**config.mk**
```make
export PLATFORM = sky130hd
export DESIGN_NAME = matrix_structure_classifier_flat
export DESIGN_NICKNAME = d
export VERILOG_FILES = /design/src/rtl/msc_pkg.sv /design/src/rtl/msc_if.sv /design/src/rtl/matrix_structure_classifier.sv /design/src/flat_wrapper.sv
export SDC_FILE = /design/constraint.sdc
export NUM_CORES = 2
export LEC_CHECK = 0
export BUFFER_PORTS_ARGS = -buffer_cell sky130_fd_sc_hd__buf_2
export CAP_MARGIN = 0
export CORE_MARGIN = 4
export CORE_UTILIZATION = 60
export DETAILED_ROUTE_END_ITERATION = 7
export PLACE_DENSITY = 0.78
export SLEW_MARGIN = 20
export SYNTH_ARGS = -nofsm -noshare
export SYNTH_HDL_FRONTEND = slang
export SYNTH_SLANG_ARGS = --single-unit
```
**constraint.sdc**
```tcl
create_clock -name i_clk -period 6.7 [get_ports i_clk]
set_input_delay 0.67 -clock i_clk [delete_from_list [all_inputs] [get_ports i_clk]]
set_output_delay 0.67 -clock i_clk [all_outputs]
set_load 0.005 [all_outputs]
```
**src/rtl/msc_pkg.sv**
```systemverilog
// shared constants, types and helpers of the matrix structure classifier
package msc_pkg;

    localparam int MAX_DIM   = 8;
    localparam int ELEM_W    = 32;
    localparam int CFG_W     = 4;
    localparam int APB_DW    = 32;
    localparam int APB_AW    = 3;
    localparam int POS_W     = (MAX_DIM > 1) ? $clog2(MAX_DIM) : 1;
    localparam int DEPTH     = MAX_DIM * MAX_DIM;
    localparam int ADDR_W    = (DEPTH > 1) ? $clog2(DEPTH) : 1;
    localparam int DIM_W     = (CFG_W > $clog2(MAX_DIM + 1)) ? CFG_W : $clog2(MAX_DIM + 1);

    // register index, taken from paddr bit 2
    localparam logic REG_ROW_COUNT    = 1'b0;
    localparam logic REG_COLUMN_COUNT = 1'b1;

    typedef logic [ELEM_W-1:0] t_elem;
    typedef logic [CFG_W-1:0]  t_cfg;
    typedef logic [POS_W-1:0]  t_pos;
    typedef logic [DIM_W-1:0]  t_dim;
    typedef logic [ADDR_W-1:0] t_addr;

    typedef struct packed {
        logic zero;
        logic ident;
        logic diag;
        logic upper;
        logic lower;
        logic eqdg;
    } t_flags;

    localparam t_flags FLAGS_ALL = '{default: 1'b1};

    typedef struct packed {
        logic   is_square;
        logic   is_zero;
        logic   is_identity;
        logic   is_diagonal;
        logic   is_scalar;
        logic   is_upper;
        logic   is_lower;
        logic   is_symmetric;
    } t_result;

    typedef struct packed {
        logic   check;
        logic   last;
        logic   square;
        t_elem  value;
        t_flags flags;
    } t_stage;

    function automatic t_dim clamp_dim(input t_cfg v);
        t_dim e;
        e = DIM_W'(v);
        if (e == '0) begin
            return DIM_W'(1);
        end
        if (e > DIM_W'(MAX_DIM)) begin
            return DIM_W'(MAX_DIM);
        end
        return e;
    endfunction

    function automatic t_addr elem_addr(input t_pos row, input t_pos col);
        return ADDR_W'(ADDR_W'(row) * ADDR_W'(MAX_DIM) + ADDR_W'(col));
    endfunction

endpackage

```
**src/rtl/msc_if.sv**
```systemverilog
// request channels for matrix elements and classification results
interface msc_elem_if;
    logic            valid;
    logic            ready;
    msc_pkg::t_elem  element_value;

    modport source (output valid, output element_value, input ready);
    modport sink   (input valid, input element_value, output ready);
endinterface

interface msc_result_if;
    logic valid;
    logic ready;
    logic is_square;
    logic is_zero;
    logic is_identity;
    logic is_diagonal;
    logic is_scalar;
    logic is_upper;
    logic is_lower;
    logic is_symmetric;

    modport source (
        output valid, input ready,
        output is_square, output is_zero, output is_identity, output is_diagonal,
        output is_scalar, output is_upper, output is_lower, output is_symmetric
    );
    modport sink (
        input valid, output ready,
        input is_square, input is_zero, input is_identity, input is_diagonal,
        input is_scalar, input is_upper, input is_lower, input is_symmetric
    );
endinterface

```
**src/rtl/matrix_structure_classifier.sv**
```systemverilog
// matrix structure classifier top level
//
// Takes one matrix element per cycle in row-major order while the output is
// not stalled and, after the last element of a matrix has passed the element
// stage register and the symmetry stage into the result register, presents
// one result with eight structure flags. Every element makes one write and
// one mirror read of the element store, a single memory with a registered
// read, and the symmetry check finishes in the cycle after the read. A result
// waiting on the output does not stop new elements until a second one is
// ready behind it. Row and column counts are written over the APB-style port
// at byte addresses 0 and 4; a write restarts the matrix in progress. Counts
// of zero act as one, counts above the maximum dimension saturate.
module matrix_structure_classifier (
    input  logic                      i_clk,
    input  logic                      i_rst_n,
    msc_elem_if.sink                  i_elem,
    msc_result_if.source              o_result,
    input  logic                      psel,
    input  logic                      penable,
    input  logic                      pwrite,
    input  logic [msc_pkg::APB_AW-1:0] paddr,
    input  logic [msc_pkg::APB_DW-1:0] pwdata,
    output logic [msc_pkg::APB_DW-1:0] prdata,
    output logic                      pready
);

    msc_pkg::t_cfg   r_row_count;
    msc_pkg::t_cfg   r_column_count;
    msc_pkg::t_pos   r_row;
    msc_pkg::t_pos   r_col;
    msc_pkg::t_elem  r_first;
    msc_pkg::t_flags r_flags;
    logic            r_sym;
    logic            r_s1_valid;
    msc_pkg::t_stage r_s1;
    msc_pkg::t_elem  r_mirror;
    logic            r_out_valid;
    msc_pkg::t_result r_out;

    msc_pkg::t_elem  r_store [msc_pkg::DEPTH];

    msc_pkg::t_pos   n_row;
    msc_pkg::t_pos   n_col;
    msc_pkg::t_elem  n_first;
    msc_pkg::t_flags n_flags;
    msc_pkg::t_stage n_s1;
    msc_pkg::t_result n_out;

    logic            cfg_wr;
    logic            accept;
    logic            out_free;
    logic            s1_leave;
    logic            sym_now;
    logic            restart;
    logic            square;
    msc_pkg::t_dim   nr;
    msc_pkg::t_dim   nc;
    msc_pkg::t_pos   cur_r;
    msc_pkg::t_pos   cur_c;
    msc_pkg::t_addr  wr_addr;
    msc_pkg::t_addr  rd_addr;
    msc_pkg::t_elem  v;

    // configuration port
    assign pready = 1'b1;
    assign cfg_wr = psel && penable && pwrite && pready;

    always_comb begin
        prdata = '0;
        unique case (paddr[2])
            msc_pkg::REG_ROW_COUNT:    prdata = msc_pkg::APB_DW'(r_row_count);
            msc_pkg::REG_COLUMN_COUNT: prdata = msc_pkg::APB_DW'(r_column_count);
            default:                   prdata = '0;
        endcase
    end

    // handshakes
    assign out_free = !r_out_valid || o_result.ready;
    assign s1_leave = r_s1_valid && (!r_s1.last || out_free);
    assign i_elem.ready = !r_s1_valid || s1_leave;
    assign accept = i_elem.valid && i_elem.ready;
    assign v = i_elem.element_value;

    // element stage
    always_comb begin
        msc_pkg::t_flags f;
        logic            last;
        nr = msc_pkg::clamp_dim(r_row_count);
        nc = msc_pkg::clamp_dim(r_column_count);
        square = (nr == nc);
        restart = (msc_pkg::DIM_W'(r_row) >= nr) || (msc_pkg::DIM_W'(r_col) >= nc);
        cur_r = restart ? '0 : r_row;
        cur_c = restart ? '0 : r_col;
        f = restart ? msc_pkg::FLAGS_ALL : r_flags;
        n_first = restart ? '0 : r_first;
        if (v != '0) begin
            f.zero = 1'b0;
        end
        if (cur_r == cur_c) begin
            if (v != msc_pkg::ELEM_W'(1)) begin
                f.ident = 1'b0;
            end
            if (cur_r == '0) begin
                n_first = v;
            end else if (v != n_first) begin
                f.eqdg = 1'b0;
            end
        end else if (v != '0) begin
            f.ident = 1'b0;
            f.diag = 1'b0;
            if (cur_r > cur_c) begin
                f.upper = 1'b0;
            end else begin
                f.lower = 1'b0;
            end
        end
        last = (msc_pkg::DIM_W'(cur_r) + msc_pkg::DIM_W'(1) == nr)
            && (msc_pkg::DIM_W'(cur_c) + msc_pkg::DIM_W'(1) == nc);
        n_s1.check = square && (cur_r > cur_c);
        n_s1.last = last;
        n_s1.square = square;
        n_s1.value = v;
        n_s1.flags = f;
        if (last) begin
            n_flags = msc_pkg::FLAGS_ALL;
            n_first = '0;
            n_row = '0;
            n_col = '0;
        end else begin
            n_flags = f;
            if (msc_pkg::DIM_W'(cur_c) + msc_pkg::DIM_W'(1) >= nc) begin
                n_col = '0;
                n_row = msc_pkg::POS_W'(cur_r + msc_pkg::POS_W'(1));
            end else begin
                n_col = msc_pkg::POS_W'(cur_c + msc_pkg::POS_W'(1));
                n_row = cur_r;
            end
        end
        wr_addr = msc_pkg::elem_addr(cur_r, cur_c);
        rd_addr = msc_pkg::elem_addr(cur_c, cur_r);
    end

    // element store, write and mirror read per element
    always_ff @(posedge i_clk) begin
        if (accept) begin
            r_store[wr_addr] <= v;
            r_mirror <= r_store[rd_addr];
        end
    end

    // symmetry stage and result
    always_comb begin
        sym_now = r_sym && !(r_s1.check && (r_mirror != r_s1.value));
        n_out.is_square    = r_s1.square;
        n_out.is_zero      = r_s1.flags.zero;
        n_out.is_identity  = r_s1.flags.ident;
        n_out.is_diagonal  = r_s1.flags.diag;
        n_out.is_scalar    = r_s1.square && r_s1.flags.diag && r_s1.flags.eqdg;
        n_out.is_upper     = r_s1.flags.upper;
        n_out.is_lower     = r_s1.flags.lower;
        n_out.is_symmetric = r_s1.square && sym_now;
    end

    always_ff @(posedge i_clk) begin
        if (!i_rst_n) begin
            r_row_count <= msc_pkg::CFG_W'(1);
            r_column_count <= msc_pkg::CFG_W'(1);
            r_row <= '0;
            r_col <= '0;
            r_first <= '0;
            r_flags <= msc_pkg::FLAGS_ALL;
            r_sym <= 1'b1;
            r_s1_valid <= 1'b0;
            r_out_valid <= 1'b0;
        end else begin
            if (cfg_wr) begin
                unique case (paddr[2])
                    msc_pkg::REG_ROW_COUNT:    r_row_count <= pwdata[msc_pkg::CFG_W-1:0];
                    msc_pkg::REG_COLUMN_COUNT: r_column_count <= pwdata[msc_pkg::CFG_W-1:0];
                    default:                   r_row_count <= r_row_count;
                endcase
                r_row <= '0;
                r_col <= '0;
                r_first <= '0;
                r_flags <= msc_pkg::FLAGS_ALL;
                r_sym <= 1'b1;
            end else begin
                if (accept) begin
                    r_row <= n_row;
                    r_col <= n_col;
                    r_first <= n_first;
                    r_flags <= n_flags;
                end
                if (s1_leave) begin
                    r_sym <= r_s1.last ? 1'b1 : sym_now;
                end
            end
            if (accept) begin
                r_s1_valid <= 1'b1;
            end else if (s1_leave) begin
                r_s1_valid <= 1'b0;
            end
            if (s1_leave && r_s1.last) begin
                r_out_valid <= 1'b1;
            end else if (o_result.ready) begin
                r_out_valid <= 1'b0;
            end
        end
    end

    always_ff @(posedge i_clk) begin
        if (accept) begin
            r_s1 <= n_s1;
        end
        if (s1_leave && r_s1.last) begin
            r_out <= n_out;
        end
    end

    assign o_result.valid        = r_out_valid;
    assign o_result.is_square    = r_out.is_square;
    assign o_result.is_zero      = r_out.is_zero;
    assign o_result.is_identity  = r_out.is_identity;
    assign o_result.is_diagonal  = r_out.is_diagonal;
    assign o_result.is_scalar    = r_out.is_scalar;
    assign o_result.is_upper     = r_out.is_upper;
    assign o_result.is_lower     = r_out.is_lower;
    assign o_result.is_symmetric = r_out.is_symmetric;

endmodule
```
**src/flat_wrapper.sv**
```systemverilog
// flat-port wrapper written by rule: the top's interface ports become plain ports
module matrix_structure_classifier_flat 
  (i_clk, i_rst_n, psel, penable, pwrite, paddr, pwdata, prdata, pready, i_elem_valid, i_elem_element_value, i_elem_ready, o_result_valid, o_result_ready, o_result_is_square, o_result_is_zero, o_result_is_identity, o_result_is_diagonal, o_result_is_scalar, o_result_is_upper, o_result_is_lower, o_result_is_symmetric);
  msc_elem_if i_elem_i ();
  msc_result_if o_result_i ();
  input  logic i_clk;
  input  logic i_rst_n;
  input  logic psel;
  input  logic penable;
  input  logic pwrite;
  input  logic [msc_pkg::APB_AW-1:0] paddr;
  input  logic [msc_pkg::APB_DW-1:0] pwdata;
  output logic [msc_pkg::APB_DW-1:0] prdata;
  output logic pready;
  input wire logic [$bits(i_elem_i.valid)-1:0] i_elem_valid;
  input wire logic [$bits(i_elem_i.element_value)-1:0] i_elem_element_value;
  output wire logic [$bits(i_elem_i.ready)-1:0] i_elem_ready;
  output wire logic [$bits(o_result_i.valid)-1:0] o_result_valid;
  input wire logic [$bits(o_result_i.ready)-1:0] o_result_ready;
  output wire logic [$bits(o_result_i.is_square)-1:0] o_result_is_square;
  output wire logic [$bits(o_result_i.is_zero)-1:0] o_result_is_zero;
  output wire logic [$bits(o_result_i.is_identity)-1:0] o_result_is_identity;
  output wire logic [$bits(o_result_i.is_diagonal)-1:0] o_result_is_diagonal;
  output wire logic [$bits(o_result_i.is_scalar)-1:0] o_result_is_scalar;
  output wire logic [$bits(o_result_i.is_upper)-1:0] o_result_is_upper;
  output wire logic [$bits(o_result_i.is_lower)-1:0] o_result_is_lower;
  output wire logic [$bits(o_result_i.is_symmetric)-1:0] o_result_is_symmetric;
  assign i_elem_i.valid = i_elem_valid;
  assign i_elem_i.element_value = i_elem_element_value;
  assign i_elem_ready = i_elem_i.ready;
  assign o_result_valid = o_result_i.valid;
  assign o_result_i.ready = o_result_ready;
  assign o_result_is_square = o_result_i.is_square;
  assign o_result_is_zero = o_result_i.is_zero;
  assign o_result_is_identity = o_result_i.is_identity;
  assign o_result_is_diagonal = o_result_i.is_diagonal;
  assign o_result_is_scalar = o_result_i.is_scalar;
  assign o_result_is_upper = o_result_i.is_upper;
  assign o_result_is_lower = o_result_i.is_lower;
  assign o_result_is_symmetric = o_result_i.is_symmetric;
  matrix_structure_classifier u_core (.i_clk(i_clk), .i_rst_n(i_rst_n), .i_elem(i_elem_i), .o_result(o_result_i), .psel(psel), .penable(penable), .pwrite(pwrite), .paddr(paddr), .pwdata(pwdata), .prdata(prdata), .pready(pready));
endmodule
```
==> impl_metrics.env <==
export IMPL_path_clk_slew_ns=0.06
export IMPL_dp_slack_ns=1.46
export IMPL_status="finished with violations"
export IMPL_chipHeight_um=379
export IMPL_start_kind="flip-flop"
export IMPL_fp_dieW_um=379
export IMPL_ys_async_sr_fraction_pct=0
export IMPL_groute_usage_overall_pct=33.9
export IMPL_synthTopCellsByArea="edfxtp_1, mux2i_1, a22oi_1"
export IMPL_grt_pass1_wl_mm=345
export IMPL_setup_slack_ns=1.12
export IMPL_drv_slew=0
export IMPL_cts_num_sinks=2184
export IMPL_ys_seq_area_share_pct=78.6
export IMPL_fin_crit_ns=5.58
export IMPL_finClkSkew_ns=0.0317
export IMPL_tightestPinTransition_ns=1.20
export IMPL_cts_setup_buffers=0
export IMPL_slew_headroom_pct=18.1
export IMPL_fin_area_um2=93000
export IMPL_finalSetupViolations=0
export IMPL_synth_area_um2=82800
export IMPL_antenna_found_initial=19
export IMPL_ctsResizeCount=0
export IMPL_drt_total_wl_mm=246
export IMPL_crit_path_start="u_core.r_row_count[2]"
export IMPL_syn_avg_cell_area_um2=17.5
export IMPL_placed_area_um2=86500
export IMPL_ios=117
export IMPL_worstSetupEndpointType="flip-flop"
export IMPL_root_buffer="clkbuf_16"
export IMPL_cp_buffers_inverters=3
export IMPL_syn2layout_area_growth_pct=12.3
export IMPL_crit_family="compound AO/OA/AOI/OAI gates"
export IMPL_rsz0062_at_grt="false"
export IMPL_report_power_total_uw=28000
export IMPL_holdCritStartpoint="pwdata[0]"
export IMPL_synth_ff_type="edfxtp_1"
export IMPL_cts_tree="yes"
export IMPL_r2r_start="u_core.r_row_count[2]"
export IMPL_synth_most_common_cell="edfxtp_1"
export IMPL_powerDensity_nw_per_um2=302
export IMPL_gp_congestion=0.920
export IMPL_drcViolationCount=4
export IMPL_drv_cap=0
export IMPL_grt_pass1_vias=48314
export IMPL_finalCritPeriodShare_pct=83.3
export IMPL_criticalPathCategory="flip-flop to flip-flop"
export IMPL_clk_latency_ns=0.84
export IMPL_final_hold_viol_count=0
export IMPL_grt_max_degree=103
export IMPL_placedCellCount=6532
export IMPL_peakVddDrop_mv=0.266
export IMPL_crit_fanout=36
export IMPL_synth_area_leader_cell="edfxtp_1"
export IMPL_overflow=0
export IMPL_cts_path_max_buffers=3
export IMPL_row_count=136
export IMPL_start_util_pct=60.3
export IMPL_dr_pass1_iters=8
export IMPL_htree_levels=4
export IMPL_clock_fmax_mhz=179
export IMPL_cts_buffers=199
export IMPL_cp_required_ns=7.28
export IMPL_p_leak_uw=0.0286
export IMPL_synth_top_cell_area_share_pct=77.2
export IMPL_violations="design-rule violations"
export IMPL_hold_class="input port to flip-flop"
export IMPL_fin_nets=5027
export IMPL_cts_hold_buf=0
export IMPL_drtIter0Drc=9940
export IMPL_arrival_ns=6.16
export IMPL_ys_top_cells_by_count="edfxtp_1, a22oi_1, nor2_1"
export IMPL_drtAntennaViolNets=0
export IMPL_synth_ff_latch_count=2184
export IMPL_via_per_inst=7.32
export IMPL_io_buffers=57
export IMPL_synthCells=4742
export IMPL_cp_cell_sequence="nor2_1 -> o21bai_1 -> inv_1 -> ha_1 -> nor2_1 -> a211oi_4 -> buf_4 -> or4_4 -> buf_4 -> a222oi_1 -> a31oi_1 -> a2111oi_0 -> or4b_1"
export IMPL_instances_no_fill=6918
export IMPL_die_area_um2=144000
export IMPL_num_vias=50639
export IMPL_finalSetupTns_ns=0
export IMPL_nFillCells=8349
export IMPL_drive_gt1_share_pct=15.7
export IMPL_crit_slowest_cell="a2111oi_0"
export IMPL_synth_edf_count=2129
export IMPL_ys_warn_count=0
export IMPL_dp_hpwl_mm=138
export IMPL_post_drt_wl_per_cell_um=35.5
export IMPL_synth_cell_types=80
export IMPL_slowest_delay_ns=0.94
export IMPL_coreArea_um2=137000
==> tightest hold or removal path, cell delays in order <==
cell     delay (ns)
buf_2          0.09
mux2i_1        0.06
nand2_1        0.06
==> state kept, by name (all words and copies together) (netlist names) <==
signal                        cells
u_core.r_store                 2048
u_core.r_s1                      35
u_core.r_first                   32
u_core.r_mirror                  32
u_core.n_out                      6
u_core.r_flags                    6
u_core.r_column_count             4
u_core.r_row_count                4
u_core.r_col                      3
u_core.r_row                      3
u_core.o_result.is_diagonal       1
u_core.o_result.is_identity       1
u_core.o_result.is_lower          1
u_core.o_result.is_scalar         1
u_core.o_result.is_square         1
u_core.o_result.is_symmetric      1
u_core.o_result.is_upper          1
u_core.o_result.is_zero           1
u_core.o_result.valid             1
u_core.r_s1_valid                 1
u_core.r_sym                      1
==> power breakdown <==
group	internal, uW	switching [uW]
registers	15100	57.0
clock network	6280	4950
logic	486	1170
==> placed cells by master (no fill, tap or decap), types with 14 or more instances in the layout <==
cell type and count:
bufinv_16 19, conb_1 29, o22ai_1 39, xor2_1 36, buf_12 22, edfxtp_1 2129
xnor2_1 23, o211ai_1 19, ha_1 14, diode_2 14, a21oi_1 178, clkbuf_1 39
clkbuf_16 202, buf_2 57, o21ai_0 79, nand4_1 26, a22o_1 87, nand3_1 58
a211oi_1 21, a221o_1 19, a31oi_1 113, o41ai_1 16, a221oi_1 135, nor2_1 182
nor2_4 58, nand2_1 126, a222oi_1 97, nor4_1 22, mux2i_1 231, a22oi_1 291
buf_4 207, mux2_2 132, clkinv_1 57, nor4bb_1 17, dfxtp_1 52, clkinv_2 39
nor3_1 22
==> per-stage QoR <==
step / util (%) / hold slack (ns)
6_report: 67.7 / 0.0695
5_1_grt: 67.7 / 0.0574
4_1_cts: 67.7 / 0.0318
3_5_place_dp: 63.0 / 0.406
3_3_place_gp: 63.0 / 0.404
2_1_floorplan: - / 0.400
==> logic make-up (layout without fill, tap and decap cells) <==
| kind of cell | count (synthesis) | count (layout) | synth area share (%) |
|---|---|---|---|
| compound gates | 1184 | 1184 | 10.6 |
| fa+ha+maj | 14 | 14 | 0.212 |
| mux | 368 | 368 | 4.73 |
| flops | 2184 | 2184 | 78.6 |
| buf+inv | 334 | 675 | 1.86 |
| xor+xnor | 59 | 59 | 0.624 |
| other cells | 2 | 43 | 0.00907 |
| simple gates | 597 | 597 | 3.44 |
==> path summary, 6_finish.rpt <==
path / endpoint / slack, ns / cells past startpoint
setup / recovery: u_core.r_mirror[10] / 1.12 / 13
hold / removal: u_core.r_column_count[0] / 0.07 / 3
setup reg to reg: u_core.r_mirror[10] / 1.12 / 13
hold reg to reg: u_core.o_result.is_lower / 0.42 / 0
==> per-layer routing <==
metal	wire (um)	share of wire [%]	vias up	GRT usage [%]
met1	80600	33	24862	44.5
met5	55	0.022	-	0
met4	13100	5.3	10	16.2
li1	-	-	19900	-
met3	39900	16	829	10.9
met2	112000	46	5038	51.9
==> final cells by class <==
cell class                      instances  area (um2)  share of cell area [%]
Sequential cell                      2184       65000                    70.0
Antenna cell                           14        35.0                  0.0377
Timing Repair Buffer                  286        2280                    2.45
Multi-Input combinational cell       2251       16900                    18.2
Tap cell                             1794        2240                    2.41
Inverter                               17        65.1                  0.0700
Clock buffer                          241        5200                    5.59
Clock inverter                        131        1220                    1.31
No activity file was read; power rests on OpenSTA's default activity.
